==> src/lcpd_pkg.sv <==
package lcpd_pkg;

    localparam int unsigned PWM_STEPS = 4;
    localparam int unsigned PHASE_W   = $clog2(PWM_STEPS + 1);
    localparam int unsigned BRIGHT_W  = 3;
    localparam int unsigned CMP_W     = (PHASE_W > BRIGHT_W) ? PHASE_W : BRIGHT_W;
    localparam int unsigned MODE_W    = 2;
    localparam int unsigned IVAL_W    = 16;
    localparam int unsigned STEP_W    = 4;
    localparam int unsigned LED_W     = 8;
    localparam int unsigned CFG_IDX_W = 3;
    localparam int unsigned CFG_W     = 16;

    localparam logic [STEP_W-1:0] STEPS_FILL = STEP_W'(9);
    localparam logic [STEP_W-1:0] STEPS_PAIR = STEP_W'(4);

    localparam logic [IVAL_W-1:0]   IVAL_RESET   = IVAL_W'(500);
    localparam logic [BRIGHT_W-1:0] BRIGHT_RESET = BRIGHT_W'(3);

    typedef enum logic [MODE_W-1:0] {
        MODE_FILL_UP   = 2'd0,
        MODE_FILL_DOWN = 2'd1,
        MODE_CONVERGE  = 2'd2,
        MODE_DIVERGE   = 2'd3
    } mode_t;

    localparam logic [CFG_IDX_W-1:0] REG_PATTERN_MODE = 3'd0;
    localparam logic [CFG_IDX_W-1:0] REG_BRIGHTNESS   = 3'd1;
    localparam logic [CFG_IDX_W-1:0] REG_INTERVAL0    = 3'd2;
    localparam logic [CFG_IDX_W-1:0] REG_INTERVAL1    = 3'd3;
    localparam logic [CFG_IDX_W-1:0] REG_INTERVAL2    = 3'd4;
    localparam logic [CFG_IDX_W-1:0] REG_INTERVAL3    = 3'd5;

    localparam logic [LED_W-1:0] LED_ALL_OFF = 8'hff;
    localparam logic [LED_W-1:0] LED_LOW     = 8'h01;
    localparam logic [LED_W-1:0] LED_HIGH    = 8'h80;
    localparam logic [LED_W-1:0] LED_MID_UP  = 8'h10;
    localparam logic [LED_W-1:0] LED_MID_DN  = 8'h08;

    typedef struct packed {
        logic [STEP_W-1:0]  step;
        logic [PHASE_W-1:0] phase;
    } view_t;

    function automatic logic [STEP_W-1:0] steps_of(input mode_t mode);
        logic [STEP_W-1:0] n;
        n = (mode == MODE_FILL_UP || mode == MODE_FILL_DOWN) ? STEPS_FILL : STEPS_PAIR;
        return n;
    endfunction

endpackage

==> src/led_chaser_pwm_dimmer.sv <==
// eight-LED chaser with four chase patterns and PWM dimming, LEDs active low
// input channel: in_valid/in_ready carry one request with a tick bit
//   tick = 1 advances the interval counter and pwm phase, and the step on wrap
//   tick = 0 only refreshes the output from the current state
// output channel: out_valid/out_ready carry one led_drive byte per request
// result: registered, it shows in the cycle after acceptance
// throughput: one request per cycle while out_ready is high, set by the single output register;
//   a new request is taken in the same cycle the held result is taken
// stall: while out_ready is low a held result keeps in_ready low
// config: cfg_wr_en writes cfg_data into register cfg_index at once
//   0 pattern mode, 1 brightness, 2..5 intervals of modes 0..3
//   other indexes are ignored; write only while no request is in flight
// reset: mode 0, brightness 3, all intervals 500, counters and step zero,
//   output empty
module led_chaser_pwm_dimmer (
    input  logic                            clk,
    input  logic                            rst_n,
    input  logic                            in_valid,
    output logic                            in_ready,
    input  logic                            tick,
    output logic                            out_valid,
    input  logic                            out_ready,
    output logic [lcpd_pkg::LED_W-1:0]      led_drive,
    input  logic                            cfg_wr_en,
    input  logic [lcpd_pkg::CFG_IDX_W-1:0]  cfg_index,
    input  logic [lcpd_pkg::CFG_W-1:0]      cfg_data
);

    lcpd_pkg::mode_t                 mode_reg;
    logic [lcpd_pkg::BRIGHT_W-1:0]   bright_reg;
    logic [lcpd_pkg::IVAL_W-1:0]     interval_reg [4];
    logic                            out_valid_reg;
    logic                            out_valid_next;
    logic [lcpd_pkg::LED_W-1:0]      led_reg;
    logic [lcpd_pkg::LED_W-1:0]      led_next;
    logic                            accept;
    lcpd_pkg::view_t                 view;

    always_ff @(posedge clk or negedge rst_n)
    begin
        if (!rst_n)
        begin
            mode_reg        <= lcpd_pkg::MODE_FILL_UP;
            bright_reg      <= lcpd_pkg::BRIGHT_RESET;
            interval_reg[0] <= lcpd_pkg::IVAL_RESET;
            interval_reg[1] <= lcpd_pkg::IVAL_RESET;
            interval_reg[2] <= lcpd_pkg::IVAL_RESET;
            interval_reg[3] <= lcpd_pkg::IVAL_RESET;
        end
        else if (cfg_wr_en)
        begin
            unique case (cfg_index)
                lcpd_pkg::REG_PATTERN_MODE:
                    mode_reg <= lcpd_pkg::mode_t'(cfg_data[lcpd_pkg::MODE_W-1:0]);
                lcpd_pkg::REG_BRIGHTNESS:
                    bright_reg <= cfg_data[lcpd_pkg::BRIGHT_W-1:0];
                lcpd_pkg::REG_INTERVAL0: interval_reg[0] <= cfg_data;
                lcpd_pkg::REG_INTERVAL1: interval_reg[1] <= cfg_data;
                lcpd_pkg::REG_INTERVAL2: interval_reg[2] <= cfg_data;
                lcpd_pkg::REG_INTERVAL3: interval_reg[3] <= cfg_data;
                default: ;
            endcase
        end
    end

    assign in_ready = !out_valid_reg || out_ready;
    assign accept   = in_valid && in_ready;

    lcpd_seq u_seq (
        .clk      (clk),
        .rst_n    (rst_n),
        .accept   (accept),
        .tick     (tick),
        .mode     (mode_reg),
        .interval (interval_reg[mode_reg]),
        .view     (view)
    );

    lcpd_pattern u_pattern (
        .mode       (mode_reg),
        .brightness (bright_reg),
        .view       (view),
        .led        (led_next)
    );

    always_comb
    begin
        out_valid_next = out_valid_reg;
        if (accept)
            out_valid_next = 1'b1;
        else if (out_ready)
            out_valid_next = 1'b0;
    end

    always_ff @(posedge clk or negedge rst_n)
    begin
        if (!rst_n)
            out_valid_reg <= 1'b0;
        else
            out_valid_reg <= out_valid_next;
    end

    always_ff @(posedge clk)
    begin
        if (accept)
            led_reg <= led_next;
    end

    assign out_valid = out_valid_reg;
    assign led_drive = led_reg;

endmodule

==> src/lcpd_seq.sv <==
module lcpd_seq (
    input  logic                         clk,
    input  logic                         rst_n,
    input  logic                         accept,
    input  logic                         tick,
    input  lcpd_pkg::mode_t              mode,
    input  logic [lcpd_pkg::IVAL_W-1:0]  interval,
    output lcpd_pkg::view_t              view
);

    logic [lcpd_pkg::IVAL_W-1:0]  count_reg;
    logic [lcpd_pkg::IVAL_W-1:0]  count_next;
    logic [lcpd_pkg::IVAL_W-1:0]  count_inc;
    logic [lcpd_pkg::PHASE_W-1:0] phase_reg;
    logic [lcpd_pkg::PHASE_W-1:0] phase_next;
    logic [lcpd_pkg::PHASE_W-1:0] phase_inc;
    logic [lcpd_pkg::STEP_W-1:0]  step_reg;
    logic [lcpd_pkg::STEP_W-1:0]  step_adv;
    logic [lcpd_pkg::STEP_W-1:0]  step_next;

    always_comb
    begin
        count_inc  = count_reg + lcpd_pkg::IVAL_W'(1);
        phase_inc  = phase_reg + lcpd_pkg::PHASE_W'(1);
        count_next = count_reg;
        phase_next = phase_reg;
        step_adv   = step_reg;
        view.phase = (phase_reg == '0) ?
                     lcpd_pkg::PHASE_W'(lcpd_pkg::PWM_STEPS) : phase_reg;
        if (tick)
        begin
            if (count_inc >= interval)
            begin
                count_next = '0;
                step_adv   = step_reg + lcpd_pkg::STEP_W'(1);
            end
            else
            begin
                count_next = count_inc;
            end
            view.phase = phase_inc;
            phase_next = (phase_inc >= lcpd_pkg::PHASE_W'(lcpd_pkg::PWM_STEPS)) ?
                         '0 : phase_inc;
        end
        // a step past the end of the current pattern folds back to step 0
        step_next = (step_adv >= lcpd_pkg::steps_of(mode)) ? '0 : step_adv;
        view.step = step_next;
    end

    always_ff @(posedge clk or negedge rst_n)
    begin
        if (!rst_n)
        begin
            count_reg <= '0;
            phase_reg <= '0;
            step_reg  <= '0;
        end
        else if (accept)
        begin
            count_reg <= count_next;
            phase_reg <= phase_next;
            step_reg  <= step_next;
        end
    end

endmodule

==> src/lcpd_pattern.sv <==
module lcpd_pattern (
    input  lcpd_pkg::mode_t                mode,
    input  logic [lcpd_pkg::BRIGHT_W-1:0]  brightness,
    input  lcpd_pkg::view_t                view,
    output logic [lcpd_pkg::LED_W-1:0]     led
);

    logic [lcpd_pkg::LED_W-1:0] pattern;
    logic                       blank;

    always_comb
    begin
        unique case (mode)
            lcpd_pkg::MODE_FILL_UP:   pattern = lcpd_pkg::LED_ALL_OFF << view.step;
            lcpd_pkg::MODE_FILL_DOWN: pattern = lcpd_pkg::LED_ALL_OFF >> view.step;
            lcpd_pkg::MODE_CONVERGE:
                pattern = ~((lcpd_pkg::LED_LOW << view.step) |
                            (lcpd_pkg::LED_HIGH >> view.step));
            lcpd_pkg::MODE_DIVERGE:
                pattern = ~((lcpd_pkg::LED_MID_UP << view.step) |
                            (lcpd_pkg::LED_MID_DN >> view.step));
            default:                  pattern = lcpd_pkg::LED_ALL_OFF;
        endcase
        blank = lcpd_pkg::CMP_W'(view.phase) > lcpd_pkg::CMP_W'(brightness);
        led   = blank ? lcpd_pkg::LED_ALL_OFF : pattern;
    end

endmodule

==> config.mk <==
export PLATFORM = sky130hd
export DESIGN_NAME = led_chaser_pwm_dimmer
export DESIGN_NICKNAME = d
export VERILOG_FILES = /design/src/lcpd_pkg.sv /design/src/led_chaser_pwm_dimmer.sv /design/src/lcpd_seq.sv /design/src/lcpd_pattern.sv
export SDC_FILE = /design/constraint.sdc
export NUM_CORES = 1
export LEC_CHECK = 0
export BUFFER_PORTS_ARGS = -buffer_cell sky130_fd_sc_hd__buf_2
export CORE_MARGIN = 2
export CORE_UTILIZATION = 45
export CTS_CLUSTER_DIAMETER = 40
export DETAILED_ROUTE_END_ITERATION = 8
export SLEW_MARGIN = 20
export SYNTH_ARGS = -nofsm -noshare
export SYNTH_HDL_FRONTEND = slang
export SYNTH_SLANG_ARGS = --single-unit
==> constraint.sdc <==
create_clock -name clk -period 6.85 [get_ports clk]
set_input_delay 1.37 -clock clk [delete_from_list [all_inputs] [get_ports clk]]
set_output_delay 1.37 -clock clk [all_outputs]
set_load 0.03 [all_outputs]
==> reports/qor.csv <==
stage,metric,value,unit
floorplanning,Chip Width,119.6,µm
final_layout,Nets,624,
floorplanning,io pins,35,
setup_path,"critical path, cell by cell",and4_1 -> and2_1 -> and3_1 -> nand2_1 -> nor2_1 -> nand3_1 -> xnor2_1 -> ha_1 -> nand4_2 -> nor3_4 -> nand2_1 -> a31oi_2 -> xor2_2 -> ha_1 -> o21ai_0 -> nor2b_1 -> nand2_1 -> o221ai_1 -> or3_1 -> nand2_1 -> o221ai_2 -> a221oi_1,
setup_path,R2R Path Start,u_seq.count_reg[2]$_DFFE_PN0P_,
route,Vias per Instance,5.723,
final_layout,highest-count cells in the layout ignoring fill and taps,"67 x dfrtp_1, 65 x mux2_2, 63 x nand2_1",
final_layout,"commonest non-fill, non-tap cell in the layout",dfrtp_1,
setup_path,"critical path fanouts, max",11,
route,average routed wire per standard cell,18.52,µm
route,Via Count,4321,
final_layout,area of the multi-input gates,3189,µm²
setup_path,Setup crit end kind,flip-flop,
floorplanning,die area,14310,µm²
clock_tree,H-tree levels,3,
yosys,Syn Area/Cell,10.96,µm²
setup_path,Critical Path AT,5.79,ns
clock_tree,CTS root buffer,clkbuf_16,
sta,Max Freq,175.4,MHz
min_path,Tightest Hold Check Type,flip-flop to flip-flop,
run,max capacitance violation total,0,
final_layout,layout cell share with drive strength beyond 1,0.3247,
power_and_ir_drop,VDD IR max,0.0001978,V
yosys,"flops & latches, synth",101,
clock_tree,post-cts resize count,0,
yosys,top-area cell type share of the netlist area,0.2786,
sta,Final Cycle Share,0.8321,
clock_tree,Clock transition at path regs,0.07,ns
clock_tree,CTS tree,yes,
route,Remaining DRCs,0,
sta,Pins Over Slew Limit,0,
global_route,pin count of the biggest net entering global routing,73,
setup_path,CP max-delay cell,nor2b_1,
setup_path,r2r setup slk,1.15,ns
sta,Worst-Margin Slew,1.087,ns
global_route,met1 Use GR,0.2968,
global_route,initial antenna violation count,0,
setup_path,WS Path Type,flip-flop to flip-flop,
yosys,Post-synth EDFFs,8,
placement,GP Congestion,0.8914,
sta,final setup fails,0,
yosys,Synth async-reset ratio,0.9208,
placement,placed cell area,6362,µm²
floorplanning,Placeable Area,13140,µm²
sta,Post-Route Skew,0.007500,ns
clock_tree,# Post-CTS Setup Buffers,0,
final_layout,FILL cells,1187,
final_layout,synthesis-to-finish area growth,10.48,%
setup_path,Crit path largest cell delay,0.63,ns
min_path,WHS Endpoint,interval_reg[33]$_DFFE_PN0P_,
route,DRT iter0 DRCs,376,
clock_tree,cts-stage hold buffer count,0,
clock_tree,"Clk Latency, worst-skew pair",0.35,ns
yosys,Gate Count Post-Synth,549,
min_path,hold depth,1,
floorplanning,Initial Util,0.4580,
final_layout,flip-flop and latch area,2600,µm²
yosys,top cell type by total area after synthesis,dfrtp_1,
placement,Port Buffer Count,34,
clock_tree,CTS Buffer Depth,2,
placement,HPWL Detailed,9855,µm
setup_path,"most used cell, CP",nand2_1,
final_layout,number of diodes,0,
global_route,Total GRT Usage,0.2082,
sta,Rel. slew slack,0.2713,
yosys,count of yosys warnings during synthesis,0,
yosys,Most used DFF post-synth,dfrtp_1,
global_route,GRT overflow,0,
route,Pre-Repair DR Iteration Count,7,
min_path,hold path start,interval_reg[33]$_DFFE_PN0P_,
final_layout,max reg flops,64,
sta,Tmin final,5.700,ns
global_route,met2 usage,0.3325,
setup_path,startpoint types,flip-flop,
clock_tree,CTS buffer count,9,
sta,RSZ-0062 raised after global routing,false,
yosys,Synth area leaders,"dfrtp_1 28%, mux2_2 12%, dfstp_2 11%",
global_route,number of global-route vias before repair,4415,
route,antenna-violating nets left,0,
yosys,Syn Std Cell Area,6017,µm²
clock_tree,Clock Sinks,101,
power_and_ir_drop,pwr/cell area,340.5,nW/µm²
sta,final hold violation count,0,
floorplanning,number of cell rows,42,
route,final wirelength,13990,µm
sta,setup TNS,0,ns
global_route,grt met3 use,0.02899,
yosys,Yosys cell types,75,
global_route,wire length of the first global-routing pass,23380,µm
setup_path,r2r worst-path depth,22,
power_and_ir_drop,Leak,2.747,nW
yosys,register area share after synthesis,0.4321,
final_layout,"final std cell area, no fill",6648,µm²
setup_path,Required @ worst endpoint,6.94,ns
yosys,"Net Count, Synth",599,
floorplanning,die height,119.6,µm
outcome,status,finished clean,
global_route,GRT Max-Usage Layer,met2,
setup_path,reg2reg end,led_drive[0]$_SDFFCE_PN1P_,
worst max path at each step:
stage	slack, ns	endpoint	startpoint	cells after the start
after floorplan	1.53	led_drive[1]$_SDFFCE_PN1P_	mode_reg[0]$_DFFE_PN0P_	20
after global placement	1.42	led_drive[2]$_SDFFCE_PN1P_	u_seq.count_reg[2]$_DFFE_PN0P_	21
after detailed placement	1.28	led_drive[1]$_SDFFCE_PN1P_	u_seq.count_reg[2]$_DFFE_PN0P_	23
after CTS	1.25	led_drive[1]$_SDFFCE_PN1P_	u_seq.count_reg[2]$_DFFE_PN0P_	23
after global routing	0.62	led_drive[7]$_SDFFCE_PN1P_	u_seq.count_reg[2]$_DFFE_PN0P_	22
final	1.15	led_drive[0]$_SDFFCE_PN1P_	u_seq.count_reg[2]$_DFFE_PN0P_	22
stage by stage:
stage | hold slack, ns | power [mW] | util | instances | setup slack, ns
detailed placement | 0.4932 | 1.773 | 0.4843 | 739 | 1.280
floorplan | 0.4498 | 1.534 | - | 549 | 1.526
finish | 0.5067 | 2.263 | 0.5060 | 755 | 1.150
global placement | 0.4701 | 1.742 | 0.4843 | 739 | 1.421
CTS | 0.5098 | 2.277 | 0.5060 | 755 | 1.251
global route | 0.5249 | 2.417 | 0.5060 | 755 | 0.6191
cells by family after synthesis:
logic type	synth area share
AO/OA/AOI/OAI	0.1264
XOR/XNOR	0.02890
adder cells (fa/ha/maj)	0.05199
buffers and inverters	0.03868
flip-flops	0.4321
multiplexers	0.1890
AND/OR/NAND/NOR	0.1329
routing by layer:
metal	vias up	share of wire
met5	-	0
met4	0	0.013
met3	12	0.036
met2	101	0.47
met1	2152	0.48
li1	2056	-
area by class of cell:
cell class / count / share of cell area
flip-flops and latches: 101 / 0.3911
repair buffers: 41 / 0.03388
well taps: 176 / 0.03313
clock inverters: 7 / 0.009034
multi-input cells: 387 / 0.4798
inverters: 34 / 0.01920
clock buffers: 9 / 0.03388
power by group:
group	internal [mW]	switching (mW)	total (mW)
sequential	0.769	0.124	0.893
combinational	0.387	0.488	0.875
clock	0.252	0.244	0.496
total	1.41	0.856	2.26
cells in the mapped netlist (9+ instances only):
| cell | n |
|---|---|
| ha_1 | 25 |
| a21oi_1 | 13 |
| mux4_2 | 16 |
| nand3_1 | 23 |
| nand2_1 | 63 |
| inv_1 | 34 |
| nor3_1 | 9 |
| xnor2_1 | 13 |
| clkbuf_1 | 20 |
| nor2_1 | 22 |
| mux2_2 | 65 |
| o21ai_0 | 36 |
| dfstp_2 | 26 |
| dfrtp_1 | 67 |
critical path: cells and delay by family (launching register included):
| family | cells | cell delay [ns] |
|---|---|---|
| simple gates | 13 | 2.85 |
| compound gates | 5 | 0.99 |
| fa+ha+maj | 2 | 0.62 |
| xor+xnor | 2 | 0.51 |
| flops | 1 | 0.46 |
Note: power is estimated with default switching activity, not from simulation.
